**config.mk**
```make
export PLATFORM = sky130hd
export DESIGN_NAME = tme_rem
export DESIGN_NICKNAME = d
export VERILOG_FILES = /design/src/hw/rtl/tme_pkg.sv /design/src/hw/rtl/tme_rem.sv
export SDC_FILE = /design/constraint.sdc
export NUM_CORES = 1
export LEC_CHECK = 0
export ABC_AREA = 1
export BUFFER_PORTS_ARGS = -buffer_cell sky130_fd_sc_hd__buf_4
export CORE_MARGIN = 4
export CORE_UTILIZATION = 33
export DETAILED_ROUTE_END_ITERATION = 6
export PLACE_DENSITY = 0.66
export SLEW_MARGIN = 30
export SYNTH_ARGS = -nofsm -noshare
export SYNTH_HDL_FRONTEND = slang
export SYNTH_SLANG_ARGS = --single-unit
```
**constraint.sdc**
```tcl
create_clock -name clk -period 1.1 [get_ports clk]
set_input_delay 0.11 -clock clk [delete_from_list [all_inputs] [get_ports clk]]
set_output_delay 0.11 -clock clk [all_outputs]
set_load 0.01 [all_outputs]
```
**src/hw/rtl/tme_pkg.sv**
```systemverilog
`timescale 1ns / 1ps

package tme_pkg;

    localparam int MODE_W   = 3;
    localparam int AMOUNT_W = 16;
    localparam int IP_W     = 16;
    localparam int BYTE_W   = 8;

    localparam logic [MODE_W-1:0] MODE_ADD       = 3'd0;
    localparam logic [MODE_W-1:0] MODE_SUB       = 3'd1;
    localparam logic [MODE_W-1:0] MODE_RIGHT     = 3'd2;
    localparam logic [MODE_W-1:0] MODE_LEFT      = 3'd3;
    localparam logic [MODE_W-1:0] MODE_LOOP_BEG  = 3'd4;
    localparam logic [MODE_W-1:0] MODE_LOOP_END  = 3'd5;
    localparam logic [MODE_W-1:0] MODE_INPUT     = 3'd6;
    localparam logic [MODE_W-1:0] MODE_OUTPUT    = 3'd7;

    typedef struct packed {
        logic [MODE_W-1:0]   mode;
        logic [AMOUNT_W-1:0] amount;
        logic [IP_W-1:0]     target;
        logic [BYTE_W-1:0]   in_byte;
        logic                in_eof;
    } instr_t;

    typedef struct packed {
        logic [IP_W-1:0]   next_ip;
        logic              jump_taken;
        logic              out_valid;
        logic [BYTE_W-1:0] out_byte;
    } result_t;

endpackage

```
**src/hw/rtl/tme_rem.sv**
```systemverilog
`timescale 1ns / 1ps

module tme_rem import tme_pkg::*; #(
    parameter int TAPE_DEPTH = 16384
) (
    input  logic                          clk,
    input  logic                          rst_n,
    input  logic                          start,
    input  logic [AMOUNT_W-1:0]           amount,
    output logic                          done,
    output logic [$clog2(TAPE_DEPTH)-1:0] rem
);

    localparam int AW = $clog2(TAPE_DEPTH);
    localparam int MW = AMOUNT_W + 2;
    localparam int PW = AMOUNT_W + MW;
    localparam int SH = AMOUNT_W + AW;
    localparam logic [63:0]         SCALE   = 64'd1 << SH;
    localparam logic [MW-1:0]       RECIP   = MW'(SCALE / 64'(TAPE_DEPTH) + 64'd1);
    localparam logic [AMOUNT_W:0]   DEPTH_X = (AMOUNT_W + 1)'(TAPE_DEPTH);

    logic                run_reg, run_next;
    logic                done_reg, done_next;
    logic [AMOUNT_W-1:0] quo_reg, quo_next;
    logic [AMOUNT_W-1:0] val_reg, val_next;
    logic [AW-1:0]       rem_reg, rem_next;
    logic [PW-1:0]       prod;
    logic [AMOUNT_W:0]   quo_depth;

    // quotient by reciprocal multiplication, then subtract quotient times depth
    always_comb
    begin
        prod      = PW'(amount) * PW'(RECIP);
        quo_depth = {1'b0, quo_reg} * DEPTH_X;
        run_next  = run_reg;
        done_next = 1'b0;
        quo_next  = quo_reg;
        val_next  = val_reg;
        rem_next  = rem_reg;
        if (start)
        begin
            run_next = 1'b1;
            quo_next = AMOUNT_W'(prod[PW-1:SH]);
            val_next = amount;
        end
        else if (run_reg)
        begin
            rem_next  = AW'(val_reg - quo_depth[AMOUNT_W-1:0]);
            run_next  = 1'b0;
            done_next = 1'b1;
        end
    end

    always_ff @(posedge clk or negedge rst_n)
    begin
        if (!rst_n)
        begin
            run_reg  <= 1'b0;
            done_reg <= 1'b0;
        end
        else
        begin
            run_reg  <= run_next;
            done_reg <= done_next;
        end
    end

    always_ff @(posedge clk)
    begin
        quo_reg <= quo_next;
        val_reg <= val_next;
        rem_reg <= rem_next;
    end

    assign done = done_reg;
    assign rem  = rem_reg;

endmodule

```
After elaboration in Yosys (flattened, before gate mapping)
Index checks and enable logic that the tools add are counted.
{"block": "op_classes", "addsub": 1, "muxes": 3, "bitwise_logic": 1, "n_reduce_logical": 1}
{"operator": "subtractor 14 x 1 -> 14 bit (second input constant)", "count": 1}
{"operator": "2-to-1 mux 1 bit", "count": 3}
{"operator": "AND reduction 2 bit", "count": 1}
{"operator": "NOT 1 bit", "count": 1}
{"block": "totals", "register_bits": 30, "elab_cells": 10}

Depth between registers and ports, before layout
{"block": "depth", "word_depth": 2, "mapped_depth": 2, "depth_no_buf": 2}

Least setup slack after synthesis
No wires, ideal clock.
{"block": "synth_path", "path_kind": "register -> register", "from": "register run_reg", "to": "register rem_reg[0], in the netlist rem[0] (enable)", "setup_ns": 0.374, "arrival_ns": 0.746, "path_slack_ns": -0.020, "stages_incl_launch_ff": 3, "n_path_buf": 0, "synth_period_minus_slack_ns": 1.120, "cell_sequence": "dfrtp_1 -> inv_1 -> nor2_2"}
{"block": "synth_between", "elab_chain_len": 1}
{"element": "from (decl)", "line_no": "tme_rem.sv:22", "text": "logic run_reg, run_next;"}
{"element": "from (signal assigned)", "line_no": "tme_rem.sv:63", "text": "run_reg <= run_next;"}
{"element": "AND reduction 2 bit (no line)"}
{"element": "to (signal assigned)", "line_no": "tme_rem.sv:72", "text": "rem_reg <= rem_next;"}
{"element": "to (decl)", "line_no": "tme_rem.sv:26", "text": "logic [AW-1:0] rem_reg, rem_next;"}
No other way between the ends.
A chain may end at the register's enable or synchronous reset.

Worst setup path after layout
{"block": "layout_path", "from": "register rem_reg[12], in the netlist rem[12]", "to": "output port rem[12]"}
{"element": "to (decl)", "line_no": "tme_rem.sv:11", "text": "output logic [$clog2(TAPE_DEPTH)-1:0] rem"}
No word-level cell between the ends.

==> out/qor.yml <==
path_depth: 1
setup_violations: 0
status: "finished clean"
reg2reg_depth: 3
rows: 18
dieWidth_um: 60.3
reg2reg_slack_ns: 0.18
dr.first_iter.drc_count: 5
dr.pass1.iters: 3
irDropWorstVdd_uv: 1060
ys_seq_area_share_pct: 98.9
portBuffers: 31
leakagePower_nw: 0.552
cts_max_path_buffers: 2
hold_end: "run_reg$_DFF_PN0_"
r2r_end: "rem[2]$_DFFE_PP_"
multi_input_area_um2: 11.3
dieHeight_um: 60.3
relSlewSlack_pct: 86.5
drcViolationCount: 0
grt_overflow: 0
layout.nets: 105
power.density_nw_per_um2: 1490
antenna_found_initial: 0
syn_nets: 51
dr_total_vias: 473
start_kind: "flip-flop"
grt_max_degree: 17
initial_core_util_pct: 35.4
tightest_slew_ns: 0.203
cpMaxStageDelayCell: "edfxtp_1"
setup_tns_ns: 0
hold_ws_ns: 0.0355
path_buf_inv: 1
rsz0062_at_grt: "no"
slew_violations: 0
cts_setup_buffers: 0
fillers: 205
cp_slowest_stage_delay_ns: 0.38
track_usage_pct: 9.72
fin_worst_skew_ns: 0.00695
drt.antenna.violating_nets: 0
cts_tree: "built"
crit_type: "flip-flop to output port"
synthToLayoutAreaGrowth_pct: 54.7
grt_pass1_vias: 504
cts_buffers: 5
cts_root_buf: "clkbuf_4"
crit_chain: "buf_4"
synthCells: 32
synth_area_um2: 901
worstPathRequired_ns: 0.99
hold_class: "input pin to flip-flop"
stdcell_count: 116
cpLargestDelayFamily: "flip-flops"
via_per_inst: 4.08
die_area_um2: 3630
crit_fanout: 1
post_drt_wl_per_cell_um: 11.9
synth.avg_cell_area_um2: 28.2
clock_sinks: 30
dp_cells: 94
clkTransAtPathRegs_ns: 0.08
hold_violations: 0
synth_cell_types: 4
synth_warnings: 0
insertion_delay_ns: 0.32
core_area_um2: 2540
drv_cap: 0
io_pins: 34
finalWirelength_mm: 1.39
holdCritStartpoint: "start"
hpwlAfterDp_um: 879
fmax_ghz: 1.03
cp.arrival_ns: 0.86
ff_latch_area_um2: 891
holdPathStages: 1
gp_congestion: 0.581
ys_seq_elements: 30
period_needed_ns: 0.967
grt_first_pass_wirelength_mm: 2.30
cp-end-kind: "output port"
period_share_pct: 87.9
antenna_cells: 0
cts_resized: 0
timing.rr.start: "run_reg$_DFF_PN0_"
cts_htree_levels: 2
drive_gt1_share_pct: 46.5
[cell usage in the layout (no fill, tap or decap)]
master and count:
inv_1 1, nor2_4 1, dfrtp_1 2, buf_12 1, edfxtp_1 28, clkinv_2 2
clkbuf_4 5, dlygate4sd3_1 15, buf_4 31
[worst max path at each step]
| stage | from | end | slack [ns] |
|---|---|---|---|
| after floorplan | run_reg$_DFF_PN0_ | rem[0]$_DFFE_PP_ | 0.15 |
| after global placement | run_reg$_DFF_PN0_ | rem[9]$_DFFE_PP_ | 0.20 |
| after detailed placement | run_reg$_DFF_PN0_ | rem[1]$_DFFE_PP_ | 0.18 |
| after CTS | rem[12]$_DFFE_PP_ | rem[12] | 0.11 |
| after global routing | rem[6]$_DFFE_PP_ | rem[6] | 0.07 |
| final | rem[12]$_DFFE_PP_ | rem[12] | 0.13 |
[layout make-up]
| type | count | share of cell area [%] |
|---|---|---|
| clock buffer | 5 | 2.69 |
| clock inverter | 2 | 0.718 |
| inverter | 1 | 0.269 |
| multi-input combinational | 1 | 0.808 |
| sequential | 30 | 63.9 |
| tap | 30 | 2.69 |
| timing repair buffer | 47 | 28.9 |
[logic make-up (layout without fill, tap and decap cells)]
kind of cell / count (synthesis) / count (layout) / share of synthesized area [%]
buffers and inverters: 1 / 55 / 0.416
and+or+nand+nor: 1 / 1 / 0.695
DFF: 30 / 30 / 98.9
[power by group]
part / switching (mW) / total (mW) / internal (mW)
logic: 0.0616 / 0.170 / 0.108
clock network: 0.326 / 0.555 / 0.229
registers: 0.0179 / 1.35 / 1.33
total: 0.406 / 2.07 / 1.67
[Yosys cell counts]
cell type  count  area [um2]
dfrtp_1        2        50.1
nor2_2         1        6.26
edfxtp_1      28         841
inv_1          1        3.75
[worst reg2reg max path: stages (launching register included)]
cell,delay (ns)
dfrtp_1,0.33
inv_1,0.05
nor2_4,0.11
buf_12,0.15
[repair_timing]
item / CTS / global route
hold endpoints to repair: 16 / 0
setup endpoints to repair: 0 / 0
hold buffers: 15 / 0
[layer usage]
| layer | track usage [%] | part of all wire [%] | vias up |
|---|---|---|---|
| met2 | 15.3 | 55 | 21 |
| met5 | 0 | 0 | - |
| met3 | 6.26 | 8.4 | 4 |
| met4 | 6.65 | 2.7 | 0 |
| li1 | - | - | 231 |
| met1 | 9.14 | 34 | 217 |
[through the flow]
| stage | setup WS, ns | cell area [um2] | util (%) | power (mW) |
|---|---|---|---|---|
| after floorplan | 0.149 | 906 | - | 1.39 |
| after global placement | 0.198 | 1200 | 47.0 | 1.50 |
| after detailed placement | 0.183 | 1200 | 47.0 | 1.50 |
| after CTS | 0.109 | 1390 | 54.8 | 2.10 |
| after global routing | 0.0725 | 1390 | 54.8 | 2.20 |
| final | 0.133 | 1390 | 54.8 | 2.07 |
Note: power is estimated with default switching activity, not from simulation.
